File: config.mk
export PLATFORM = sky130hd
export DESIGN_NAME = anagram_window_counter
export DESIGN_NICKNAME = d
export VERILOG_FILES = /design/src/rtl/awc_pkg.sv /design/src/rtl/awc_in_stage.sv /design/src/rtl/awc_core.sv /design/src/rtl/awc_out_stage.sv /design/src/rtl/anagram_window_counter.sv
export SDC_FILE = /design/constraint.sdc
export NUM_CORES = 2
export LEC_CHECK = 0
export BUFFER_PORTS_ARGS = -buffer_cell sky130_fd_sc_hd__buf_2
export CORE_AREA = 2 2 323 389
export DETAILED_ROUTE_END_ITERATION = 8
export DIE_AREA = 0 0 325 391
export GPL_TIMING_DRIVEN = 0
export SKIP_LAST_GASP = 1
export SYNTH_ARGS = -nofsm -noshare
export SYNTH_HDL_FRONTEND = slang
export SYNTH_SLANG_ARGS = --single-unit
export TNS_END_PERCENT = 50
File: constraint.sdc
create_clock -name clk -period 16.47 [get_ports clk]
set_clock_uncertainty 0.05 [all_clocks]
set_input_delay 0.8235 -clock clk [delete_from_list [all_inputs] [get_ports clk]]
set_output_delay 0.8235 -clock clk [all_outputs]
set_load 0.03 [all_outputs]
File: src/rtl/awc_pkg.sv
// Shared types, constants and field widths for the anagram window counter.
package awc_pkg;

    // Default sizes
    localparam int AWC_MAX_PATTERN = 64;
    localparam int AWC_ALPHABET    = 26;

    // Field widths fixed by the stream format
    localparam int KIND_W     = 2;
    localparam int LETTER_W   = 5;
    localparam int TOTAL_W    = 32;
    localparam int IN_DATA_W  = 8;
    localparam int OUT_DATA_W = 40;

    // Item kinds carried on the input tuser
    typedef enum logic [KIND_W-1:0] {
        KIND_PATTERN = 2'd0,
        KIND_TEXT    = 2'd1,
        KIND_CLEAR   = 2'd2,
        KIND_UNUSED  = 2'd3
    } kind_t;

    // One accepted input item
    typedef struct packed {
        kind_t               kind;
        logic [LETTER_W-1:0] letter;
        logic                last;
    } awc_item_t;

    // One result item
    typedef struct packed {
        logic               match;
        logic [TOTAL_W-1:0] total;
        logic               end_of_text;
    } awc_result_t;

endpackage

File: src/rtl/awc_in_stage.sv
// Input register with stream handshake for the anagram window counter.
module awc_in_stage
(
    input  logic                          clk,
    input  logic                          rst_n,
    input  logic                          s_tvalid,
    output logic                          s_tready,
    input  logic [awc_pkg::IN_DATA_W-1:0] s_tdata,   // [4:0] letter, rest zero
    input  logic [awc_pkg::KIND_W-1:0]    s_tuser,   // [1:0] kind
    input  logic                          s_tlast,
    input  logic                          advance,
    output awc_pkg::awc_item_t            item,
    output logic                          item_valid
);
    import awc_pkg::*;

    logic      vld_reg;
    logic      vld_next;
    awc_item_t item_reg;
    logic      take;

    // Accept a transaction when the register is empty or is moving on
    assign s_tready = !vld_reg || advance;
    assign take     = s_tvalid && s_tready;

    always_comb
    begin
        if (take)
        begin
            vld_next = 1'b1;
        end
        else if (advance)
        begin
            vld_next = 1'b0;
        end
        else
        begin
            vld_next = vld_reg;
        end
    end

    // Hold the valid flag
    always_ff @(posedge clk or negedge rst_n)
    begin
        if (!rst_n)
        begin
            vld_reg <= 1'b0;
        end
        else
        begin
            vld_reg <= vld_next;
        end
    end

    // Capture the payload
    always_ff @(posedge clk)
    begin
        if (take)
        begin
            item_reg.kind   <= kind_t'(s_tuser);
            item_reg.letter <= s_tdata[LETTER_W-1:0];
            item_reg.last   <= s_tlast;
        end
    end

    assign item       = item_reg;
    assign item_valid = vld_reg;

endmodule

File: src/rtl/awc_core.sv
// Pattern and window histograms, delay line, mismatch count and match total.
module awc_core
#(
    parameter int MAX_PATTERN = awc_pkg::AWC_MAX_PATTERN,
    parameter int ALPHABET    = awc_pkg::AWC_ALPHABET
)
(
    input  logic                 clk,
    input  logic                 rst_n,
    input  awc_pkg::awc_item_t   item,
    input  logic                 step,
    output logic                 has_result,
    output awc_pkg::awc_result_t result
);
    import awc_pkg::*;

    localparam int HW = $clog2(MAX_PATTERN + 1);
    localparam int AW = $clog2(ALPHABET);
    localparam int MW = $clog2(ALPHABET + 1);

    logic [HW-1:0]       phist_reg [ALPHABET];
    logic [HW-1:0]       phist_next [ALPHABET];
    logic [HW-1:0]       whist_reg [ALPHABET];
    logic [HW-1:0]       whist_next [ALPHABET];
    logic [LETTER_W-1:0] recent_reg [MAX_PATTERN];
    logic [LETTER_W-1:0] recent_next [MAX_PATTERN];
    logic [HW-1:0]       plen_reg, plen_next;
    logic [HW-1:0]       fill_reg, fill_next;
    logic [MW-1:0]       pnz_reg, pnz_next;
    logic [MW-1:0]       mism_reg, mism_next;
    logic [TOTAL_W-1:0]  total_reg, total_next;

    logic                letter_ok;
    logic [AW-1:0]       a_idx;
    logic [AW-1:0]       b_idx;
    logic [LETTER_W-1:0] oldest;
    logic [HW-1:0]       wa, pa, wa_up;
    logic [HW-1:0]       wb, pb, wb_dn;
    logic [HW-1:0]       fill_inc;
    logic                full;
    logic                push;
    logic [MW-1:0]       mism_up, mism_dn;
    logic                match_now;
    logic [TOTAL_W-1:0]  total_upd;

    assign letter_ok = (int'(item.letter) < ALPHABET);
    assign a_idx     = AW'(item.letter);

    // Entering letter: its two histogram entries
    assign wa    = whist_reg[a_idx];
    assign pa    = phist_reg[a_idx];
    assign wa_up = wa + HW'(1);

    // Oldest letter; with a one-letter window it is the entering letter
    assign oldest = (fill_reg == '0) ? item.letter : recent_reg[0];
    assign b_idx  = AW'(oldest);
    assign wb     = (b_idx == a_idx) ? wa_up : whist_reg[b_idx];
    assign pb     = phist_reg[b_idx];
    assign wb_dn  = wb - HW'(1);

    assign push     = (item.kind == KIND_TEXT) && letter_ok && (plen_reg != '0);
    assign fill_inc = fill_reg + HW'(1);
    assign full     = (fill_inc >= plen_reg);

    // Track the mismatch count across the increment, then the decrement
    always_comb
    begin
        if (wa == pa)
        begin
            mism_up = mism_reg + MW'(1);
        end
        else if (wa_up == pa)
        begin
            mism_up = mism_reg - MW'(1);
        end
        else
        begin
            mism_up = mism_reg;
        end

        if (wb == pb)
        begin
            mism_dn = mism_up + MW'(1);
        end
        else if (wb_dn == pb)
        begin
            mism_dn = mism_up - MW'(1);
        end
        else
        begin
            mism_dn = mism_up;
        end
    end

    assign match_now = push && full && (mism_up == '0);
    assign total_upd = (match_now && (total_reg != '1)) ? total_reg + TOTAL_W'(1) : total_reg;

    // Work out the next state and the result for the item in the input register
    always_comb
    begin
        for (int i = 0; i < ALPHABET; i++)
        begin
            phist_next[i] = phist_reg[i];
            whist_next[i] = whist_reg[i];
        end
        for (int i = 0; i < MAX_PATTERN; i++)
        begin
            recent_next[i] = recent_reg[i];
        end
        plen_next  = plen_reg;
        fill_next  = fill_reg;
        pnz_next   = pnz_reg;
        mism_next  = mism_reg;
        total_next = total_reg;
        has_result = 1'b0;

        case (item.kind)
            KIND_CLEAR:
            begin
                for (int i = 0; i < ALPHABET; i++)
                begin
                    phist_next[i] = '0;
                    whist_next[i] = '0;
                end
                plen_next  = '0;
                fill_next  = '0;
                pnz_next   = '0;
                mism_next  = '0;
                total_next = '0;
            end
            KIND_PATTERN:
            begin
                if (letter_ok)
                begin
                    // Grow the pattern unless it is full
                    if (plen_reg < HW'(MAX_PATTERN))
                    begin
                        phist_next[a_idx] = pa + HW'(1);
                        plen_next         = plen_reg + HW'(1);
                        if (pa == '0)
                        begin
                            pnz_next = pnz_reg + MW'(1);
                        end
                    end
                    // Drop the window measured against the old pattern
                    for (int i = 0; i < ALPHABET; i++)
                    begin
                        whist_next[i] = '0;
                    end
                    fill_next  = '0;
                    total_next = '0;
                    mism_next  = pnz_next;
                end
            end
            KIND_TEXT:
            begin
                if (letter_ok)
                begin
                    has_result = 1'b1;
                    if (push)
                    begin
                        // Add the entering letter, remove the oldest once full
                        for (int i = 0; i < ALPHABET; i++)
                        begin
                            if ((AW'(i) == a_idx) && !(full && (AW'(i) == b_idx)))
                            begin
                                whist_next[i] = whist_reg[i] + HW'(1);
                            end
                            else if (full && (AW'(i) == b_idx) && (AW'(i) != a_idx))
                            begin
                                whist_next[i] = whist_reg[i] - HW'(1);
                            end
                        end
                        if (full)
                        begin
                            // Shift the delay line down, landing the new letter at its tail
                            for (int i = 0; i < MAX_PATTERN - 1; i++)
                            begin
                                if (HW'(i + 1) == fill_reg)
                                begin
                                    recent_next[i] = item.letter;
                                end
                                else
                                begin
                                    recent_next[i] = recent_reg[i + 1];
                                end
                            end
                            mism_next = mism_dn;
                        end
                        else
                        begin
                            for (int i = 0; i < MAX_PATTERN; i++)
                            begin
                                if (HW'(i) == fill_reg)
                                begin
                                    recent_next[i] = item.letter;
                                end
                            end
                            fill_next = fill_inc;
                            mism_next = mism_up;
                        end
                        total_next = total_upd;
                    end
                    // Close the text: empty the window and the total
                    if (item.last)
                    begin
                        for (int i = 0; i < ALPHABET; i++)
                        begin
                            whist_next[i] = '0;
                        end
                        fill_next  = '0;
                        total_next = '0;
                        mism_next  = pnz_reg;
                    end
                end
            end
            default:
            begin
                has_result = 1'b0;
            end
        endcase
    end

    assign result.match       = match_now;
    assign result.total       = total_upd;
    assign result.end_of_text = item.last;

    // Hold counters and histograms
    always_ff @(posedge clk or negedge rst_n)
    begin
        if (!rst_n)
        begin
            for (int i = 0; i < ALPHABET; i++)
            begin
                phist_reg[i] <= '0;
                whist_reg[i] <= '0;
            end
            plen_reg  <= '0;
            fill_reg  <= '0;
            pnz_reg   <= '0;
            mism_reg  <= '0;
            total_reg <= '0;
        end
        else if (step)
        begin
            for (int i = 0; i < ALPHABET; i++)
            begin
                phist_reg[i] <= phist_next[i];
                whist_reg[i] <= whist_next[i];
            end
            plen_reg  <= plen_next;
            fill_reg  <= fill_next;
            pnz_reg   <= pnz_next;
            mism_reg  <= mism_next;
            total_reg <= total_next;
        end
    end

    // Advance the delay line; entries past the fill level are never read
    always_ff @(posedge clk)
    begin
        if (step)
        begin
            for (int i = 0; i < MAX_PATTERN; i++)
            begin
                recent_reg[i] <= recent_next[i];
            end
        end
    end

endmodule

File: src/rtl/awc_out_stage.sv
// Result register with stream handshake for the anagram window counter.
module awc_out_stage
(
    input  logic                           clk,
    input  logic                           rst_n,
    input  logic                           load,
    input  awc_pkg::awc_result_t           result,
    output logic                           free,
    output logic                           m_tvalid,
    input  logic                           m_tready,
    output logic [awc_pkg::OUT_DATA_W-1:0] m_tdata,  // [0] match, [32:1] match_total
    output logic                           m_tlast   // end_of_text
);
    import awc_pkg::*;

    logic        vld_reg;
    logic        vld_next;
    awc_result_t res_reg;

    // The slot is free when empty or when its transaction completes now
    assign free = !vld_reg || m_tready;

    always_comb
    begin
        if (load)
        begin
            vld_next = 1'b1;
        end
        else if (m_tready)
        begin
            vld_next = 1'b0;
        end
        else
        begin
            vld_next = vld_reg;
        end
    end

    // Hold the valid flag
    always_ff @(posedge clk or negedge rst_n)
    begin
        if (!rst_n)
        begin
            vld_reg <= 1'b0;
        end
        else
        begin
            vld_reg <= vld_next;
        end
    end

    // Capture the result
    always_ff @(posedge clk)
    begin
        if (load)
        begin
            res_reg <= result;
        end
    end

    assign m_tvalid = vld_reg;
    assign m_tdata  = {(OUT_DATA_W - TOTAL_W - 1)'(0), res_reg.total, res_reg.match};
    assign m_tlast  = res_reg.end_of_text;

endmodule

File: src/rtl/anagram_window_counter.sv
// Top level of the sliding-window anagram counter.
//
//  channel | dir | tdata                        | tuser     | tlast
//  s_*     | in  | [4:0] letter                 | [1:0] kind| last text letter
//  m_*     | out | [0] match, [32:1] match_total| -         | end_of_text
//
//  One item per cycle while no result is stalled; a result passes from the input
//  register through the single histogram and mismatch update pass into the
//  result register.
//  Reset clears the histograms, counters and both valid flags; the delay line
//  holds no reset value and is read only below the fill level.
//  A stalled result holds the pipe for text letters; items with no result
//  still pass through while the result waits.
module anagram_window_counter
#(
    parameter int MAX_PATTERN = awc_pkg::AWC_MAX_PATTERN,
    parameter int ALPHABET    = awc_pkg::AWC_ALPHABET
)
(
    input  logic                           clk,
    input  logic                           rst_n,
    input  logic                           s_tvalid,
    output logic                           s_tready,
    input  logic [awc_pkg::IN_DATA_W-1:0]  s_tdata,   // [4:0] letter, rest zero
    input  logic [awc_pkg::KIND_W-1:0]     s_tuser,   // [1:0] kind
    input  logic                           s_tlast,
    output logic                           m_tvalid,
    input  logic                           m_tready,
    output logic [awc_pkg::OUT_DATA_W-1:0] m_tdata,   // [0] match, [32:1] match_total
    output logic                           m_tlast
);
    import awc_pkg::*;

    awc_item_t   item;
    logic        item_valid;
    logic        advance;
    logic        has_result;
    logic        out_free;
    awc_result_t result;

    // Move the item on unless its result has nowhere to go
    assign advance = item_valid && (!has_result || out_free);

    awc_in_stage u_in
    (
        .clk        (clk),
        .rst_n      (rst_n),
        .s_tvalid   (s_tvalid),
        .s_tready   (s_tready),
        .s_tdata    (s_tdata),
        .s_tuser    (s_tuser),
        .s_tlast    (s_tlast),
        .advance    (advance),
        .item       (item),
        .item_valid (item_valid)
    );

    awc_core
    #(
        .MAX_PATTERN (MAX_PATTERN),
        .ALPHABET    (ALPHABET)
    )
    u_core
    (
        .clk        (clk),
        .rst_n      (rst_n),
        .item       (item),
        .step       (advance),
        .has_result (has_result),
        .result     (result)
    );

    awc_out_stage u_out
    (
        .clk      (clk),
        .rst_n    (rst_n),
        .load     (advance && has_result),
        .result   (result),
        .free     (out_free),
        .m_tvalid (m_tvalid),
        .m_tready (m_tready),
        .m_tdata  (m_tdata),
        .m_tlast  (m_tlast)
    );

endmodule

Word-level counts from Yosys, hierarchy flattened:

Memory sizes are Yosys's and may differ from the RTL's.
Index checks and enable logic that the tools add are counted.

* register bits after elaboration: 464
* bits in latches: 0
* bits in writable memories: 320
* memory bits (read-only): 0
* input port bits: 15
* output and inout port bits: 43
* word-level logic and storage cells: 656
* memories kept: 1

Memories
* u_core.recent_reg: depth 64, width 5, rd ports 64, clocked after memory_dff 0, wr ports 64, RTL line awc_core.sv:25 `logic [LETTER_W-1:0] recent_reg [MAX_PATTERN];`

* add/sub/neg operators: 63
* multipliers: 0
* divide/modulo/power cells: 0
* magnitude comparators: 6
* equality and inequality tests: 177
* shift-type cells: 0
* muxes and demuxes: 181
* bitwise operators: 2
* reductions and logical operators: 161

Operator list (count)
* $mux 182: 6
* $mux 320: 3
* $pmux 182 s3: 1
* $mux 7: 69
* $mux 5: 76
* $pmux 182 s2: 1
* $mux 315: 1
* $eq 6x7->1 const A: 32
* $add 7x1->7 const B: 30
* $sub 7x1->7 const B: 27
* $bwmux 182: 1
* $reduce_and 6->1: 27
* $mux 32: 5
* $bmux 7 s5: 4
* $eq 5x7->1 const A: 16
* $ne 4x4->1 const B: 26
* $eq 5x5->1 const A: 20
* $pmux 32 s3: 1
* $logic_and 1x1->1: 87
* $eq 4x5->1 const A: 16
* $eq 4x7->1 const A: 8
* $ne 5x5->1 const A: 10
* $eq 3x5->1 const A: 8
* $ne 4x5->1 const A: 8
* other kinds (43): 107

Depth between registers and ports, before layout:

* word-level depth: 16
* mapped depth: 23
* gate-level depth less buffers: 22

Cells and area by module:

A second synthesis with hierarchy kept.

* cell total of the unflattened synthesis: 5096
* area, all modules: 49060.8 sq um

Modules (own cells, without submodules)
* awc_core: times used 1, cells an instance 5036, area an instance 47623.2 sq um, sequential area each 20119.3 sq um
* awc_out_stage: times used 1, cells an instance 45, area an instance 1124.8 sq um, sequential area each 1046.0 sq um
* awc_in_stage: times used 1, cells an instance 12, area an instance 294.0 sq um, sequential area each 265.3 sq um
* anagram_window_counter: times used 1, cells an instance 3, area an instance 18.8 sq um, sequential area each 0.0 sq um

Worst setup path before layout:

Ideal clock, no wire load.

* path kind: reg-to-reg
* start point: reg u_in.item_reg (netlist bit u_in.item[2])
* end point: mem u_core.recent_reg[63][0], in the netlist u_core.recent_reg[1][155], enable pin
* library setup time: 327 ps
* arrival time: 11245 ps
* required time: 16093 ps
* path slack: 4847 ps
* cell stages (with the launch flop): 13
* buffers on the path: 5
* period minus slack after synthesis: 11623 ps
* cell sequence: edfxtp_1 > buf_4 > buf_6 > buf_6 > buf_2 > clkbuf_1 > nor2_1 > nor2_1 > nor2_1 > nand2_1 > nor2_1 > and2_1 > and2_1

RTL lines
* start, declared: RTL line awc_in_stage.sv:19 `awc_item_t item_reg;`
* end, declared: RTL line awc_core.sv:25

Worst setup path in the final report:

* start point: reg u_core.fill_reg[0]
* end point: reg u_core.whist_reg[111] (netlist bit)

* longest elaborated chain between the ends: 11
* elaborated cells between the ends (all ways): 16
* those cells by class: add/sub: 1; order compare: 1; eq/ne: 2; mux: 6; reduce/logical: 6

Ends and longest elaborated chain
* start, declared: RTL line awc_core.sv:28 `logic [HW-1:0] fill_reg, fill_next;`
* start signal, assigned: RTL line awc_core.sv:252 `fill_reg <= fill_next;`
* branches (longest 3 deep; another with $add 7x1->7)
* $logic_and 1x1->1 *: RTL line awc_core.sv:165, awc_core.sv:169
* $logic_not 1->1: RTL line awc_core.sv:165 `if ((AW'(i) == a_idx) && !(full && (AW'(i) == b_idx)))`
* $logic_and 1x1->1: RTL line awc_core.sv:165
* $mux 7: RTL line awc_core.sv:165
* $mux 182: RTL line awc_core.sv:160 `if (push)`
* $mux 182: RTL line awc_core.sv:205 `if (item.last)`
* $mux 182: RTL line awc_core.sv:157 `if (letter_ok)`
* $pmux 182 s3: RTL line awc_core.sv:117 `case (item.kind)`
* end signal, assigned by index: RTL line awc_core.sv:249 `whist_reg[i] <= whist_next[i];`
* end, declared: RTL line awc_core.sv:23 `logic [HW-1:0] whist_reg [ALPHABET];`

Every way passes the cells marked *. The select of a mux whose other input is x is not followed.
A chain may end at the register's enable or synchronous reset.

==> impl_metrics.csv <==
group,metric,value,unit
pwr,power.switching_fraction,31.7,%
grt,globalRoute.totalOverflow,0,
timing,worst-slew-pin-transition,1.70,ns
timing,final.setup.tns,0,ns
cts,ctsRootBufferMaster,"sky130_fd_sc_hd__clkbuf_16",
grt,initial_antenna_violation_count,10,
timing,min_period,9.02,ns
critical_path,critPathMostFrequentCell,"sky130_fd_sc_hd__a21oi_1",
timing,max_clock_freq,111,MHz
floorplan,fp.dieArea,127000,um^2
cts,max-clock-path-buffers,3,
synth,synth_largest_area_cell,"sky130_fd_sc_hd__edfxtp_1",
floorplan,starting_density_of_the_core,39.6,%
critical_path,critical_path_maximum_fanout,10,
pwr,power.share.sequential,41.1,%
cts,post_cts.resized_instances,0,
place,dpl.cell_count,7117,
critical_path,crit_path_end_kind,"register",
floorplan,ioPinCount,58,
floorplan,die_x,325,um
pwr,power.ir.vdd_worst,98.7,uV
critical_path,timing.critical_path.cells,"inv_1 -> ha_1 -> nor3b_2 -> buf_2 -> buf_1 -> a21oi_1 -> nor2_1 -> clkbuf_1 -> nand2_1 -> nor2_1 -> a21oi_1 -> inv_1 -> ha_1 -> nor2b_1 -> o21ai_0 -> nand2b_1 -> a21o_1 -> a21oi_1 -> xnor2_1 -> and3_1 -> o21ai_0 -> o31ai_1",
synth,top_cells_by_area_synth,"sky130_fd_sc_hd__edfxtp_1, sky130_fd_sc_hd__dfrtp_1, sky130_fd_sc_hd__nand2_1, sky130_fd_sc_hd__nor2_1, sky130_fd_sc_hd__o21ai_0",
pwr,power.share.clock,39.8,%
pwr,cellLeakagePower,21.6,nW
critical_path,cp-startpoint,"u_core.fill_reg[0]$_DFFE_PN0P_",
critical_path,startpoint_type,"register",
synth,number_of_storage_elements_in_the_synthesis_netlist,784,
final_layout,mostFrequentLayoutCells,"sky130_fd_sc_hd__nand2_1, sky130_fd_sc_hd__nor2_1, sky130_fd_sc_hd__dfrtp_1, sky130_fd_sc_hd__o21ai_0, sky130_fd_sc_hd__edfxtp_1",
floorplan,core_box_area,124000,um^2
cts,insertion_delay,0.76,ns
synth,synth_enable_flop_cells,362,
status,failed_checks,"capacitance limit, slew limit",
floorplan,die_height,391,um
synth,ys_async_rst_share,53.8,%
final_layout,largest_register_ff_count,320,
grt,global_route.usage.total,33.3,%
synth,synth_sequential_area_ratio,43.7,%
synth,postSynthCellCount,5398,
final_layout,non_filler_instance_count_after_layout,7290,
timing,timing_max_transition_violations_final,35,
cts,cts-buffers-inserted,89,
timing,rsz_0062_raised_after_global_routing,"no",
status,status,"complete, but fails checks",
critical_path,cpMaxStageDelayCell,"sky130_fd_sc_hd__clkbuf_1",
detailed_routing,dr.first_iter.drc_count,5456,
min_path,hold_path_startpoint,"s_tlast",
final_layout,final_common_cell,"sky130_fd_sc_hd__nand2_1",
final_layout,layout-area-overhead-vs-synth,11.7,%
pwr,power_switching,1.69,mW
synth,dominantRegCellSynth,"sky130_fd_sc_hd__dfrtp_1",
detailed_routing,avgViaCountPerCell,6.30,
final_layout,nFillCells,12252,
critical_path,crit_arrival,9.55,ns
floorplan,placement_rows,142,
detailed_routing,postRouteWirelength,216000,um
synth,post_synth_instance_area,49000,um^2
synth,postSynthAreaPerCell,9.08,um^2
critical_path,cp.required,17.00,ns
timing,setup_viol,0,
synth,yosysUniqueCellTypes,106,
pwr,cellPowerDensity,97.6,nW/um^2
cts,cts.reportedPaths.clkPinSlew,0.07,ns
critical_path,max_stage_delay,0.98,ns
place,dpl.hpwl,159000,um
final_layout,final_nets,5747,
pwr,comb_power_share,19.1,%
cts,clock-sinks,784,
final_layout,final_layout_size_suffix_gt1_share,7.19,%
detailed_routing,wl_per_cell,29.6,um
place,gp_congestion,1.09,
synth,yosysTopAreaCellShare,22.2,%
critical_path,criticalPathCategory,"register to register",
cts,ctsHtreeMaxLevel,3,
min_path,min_path_type,"input pin to register",
detailed_routing,ant_nets,0,
grt,grt_max_degree,104,
pwr,cellInternalPower,3.65,mW
place,numPortBuffers,47,
detailed_routing,route.vias.total,45947,
detailed_routing,drcViolationCount,0,
pwr,power.total,5.34,mW
grt,vias_in_the_first_global_route,44659,
grt,first_pass_grt_wire_length,310000,um
critical_path,r2r_start,"u_core.fill_reg[0]$_DFFE_PN0P_",
run,timing.max_cap.violations,7,
timing,timing.slew.headroom,-13.2,%
cts,clock_tree_from_tritoncts,"done",
detailed_routing,detail_route.first_pass.iterations,6,
timing,timing_hold_violations_final,0,
timing,fin_crit_sh,54.8,%
synth,synth_warnings,0,
## metal layers
layer | up-vias | track usage, % | wire length [um]
met5 | - | 0 | 28
met1 | 22616 | 39.3 | 80800
li1 | 20082 | - | -
met2 | 2452 | 53.0 | 97500
met4 | 4 | 24.7 | 19000
met3 | 793 | 7.79 | 18700
## synthesized netlist by cell type (106+ instances only)
master / number
sky130_fd_sc_hd__o31ai_1: 108
sky130_fd_sc_hd__o22ai_1: 273
sky130_fd_sc_hd__nand3_1: 141
sky130_fd_sc_hd__edfxtp_1: 362
sky130_fd_sc_hd__a21oi_1: 153
sky130_fd_sc_hd__a21o_1: 117
sky130_fd_sc_hd__ha_1: 152
sky130_fd_sc_hd__nor2_1: 697
sky130_fd_sc_hd__inv_1: 106
sky130_fd_sc_hd__xnor2_1: 117
sky130_fd_sc_hd__nand2_1: 916
sky130_fd_sc_hd__clkbuf_1: 224
sky130_fd_sc_hd__dfrtp_1: 422
sky130_fd_sc_hd__mux2i_1: 112
sky130_fd_sc_hd__o21ai_0: 394
## final cells by class
type / count / area [um^2] / area share [%]
clock inverter: 51 / 651 / 1.19
inverter: 107 / 402 / 0.734
buffer: 316 / 1410 / 2.57
sequential: 784 / 21400 / 39.2
antenna: 5 / 12.5 / 0.0229
tap: 1656 / 2070 / 3.79
clock buffer: 115 / 2410 / 4.40
multi-input combinational: 4197 / 25800 / 47.2
timing repair buffer: 59 / 531 / 0.970
## stage by stage
step	cell area, um^2	setup slack, ns	hold WS, ns	utilization (%)
after global placement	51300	-0.411	0.411	41.5
after detailed placement	51600	8.14	0.418	41.7
after global routing	54700	7.47	0.181	44.2
final	54700	7.45	0.206	44.2
after floorplan	49000	4.85	0.374	-
after CTS	54700	8.04	0.172	44.2
## critical path: cells and delay by family, from the launching register on
kind / cells / cell delay, ns
buffers and inverters: 5 / 2.74
DFF: 1 / 0.49
and+or+nand+nor: 7 / 3.32
adders and majority gates: 2 / 0.54
xor gates and xnor gates: 1 / 0.11
AOI/OAI and AO/OA: 7 / 1.57
## worst paths after layout
| kind | to | slack, ns | cells past startpoint |
|---|---|---|---|
| setup / recovery | u_core.whist_reg[111]$_DFFE_PN0P_ | 7.45 | 22 |
| hold / removal | u_in.item[0]$_DFFE_PP_ | 0.21 | 1 |
| setup reg to reg | u_core.whist_reg[111]$_DFFE_PN0P_ | 7.45 | 22 |
| max in group asynchronous | u_core.whist_reg[34]$_DFFE_PN0P_ | 14.01 | 5 |
| hold reg to reg | u_out.m_tlast$_DFFE_PP_ | 0.42 | 0 |
| min in group asynchronous | u_core.whist_reg[151]$_DFFE_PN0P_ | 0.55 | 2 |
## power by group through the flow
stage                     clock, mW  sequential, mW  combinational [mW]
after floorplan                   0            2.20               0.653
after detailed placement          0            2.23               0.987
after CTS                      2.15            2.19               0.991
final                          2.12            2.20                1.02
after global placement            0            2.24               0.964
after global routing           2.22            2.20                1.09
## what timing repair did
| action | in CTS | in global routing |
|---|---|---|
| endpoints found under the hold margin | 41 | 0 |
| buffers inserted | 0 | 0 |
| hold buffers | 1 | 0 |
| endpoints found under the setup margin | 0 | 0 |
## kinds of logic after synthesis
logic type,synth area share (%)
AOI/OAI and AO/OA,20.2
xor gates and xnor gates,3.22
adders and majority gates,4.94
buffers and inverters,3.69
DFF,43.7
muxes,5.70
other,0.00765
and+or+nand+nor,18.6
No activity file was read; power rests on OpenSTA's default activity.
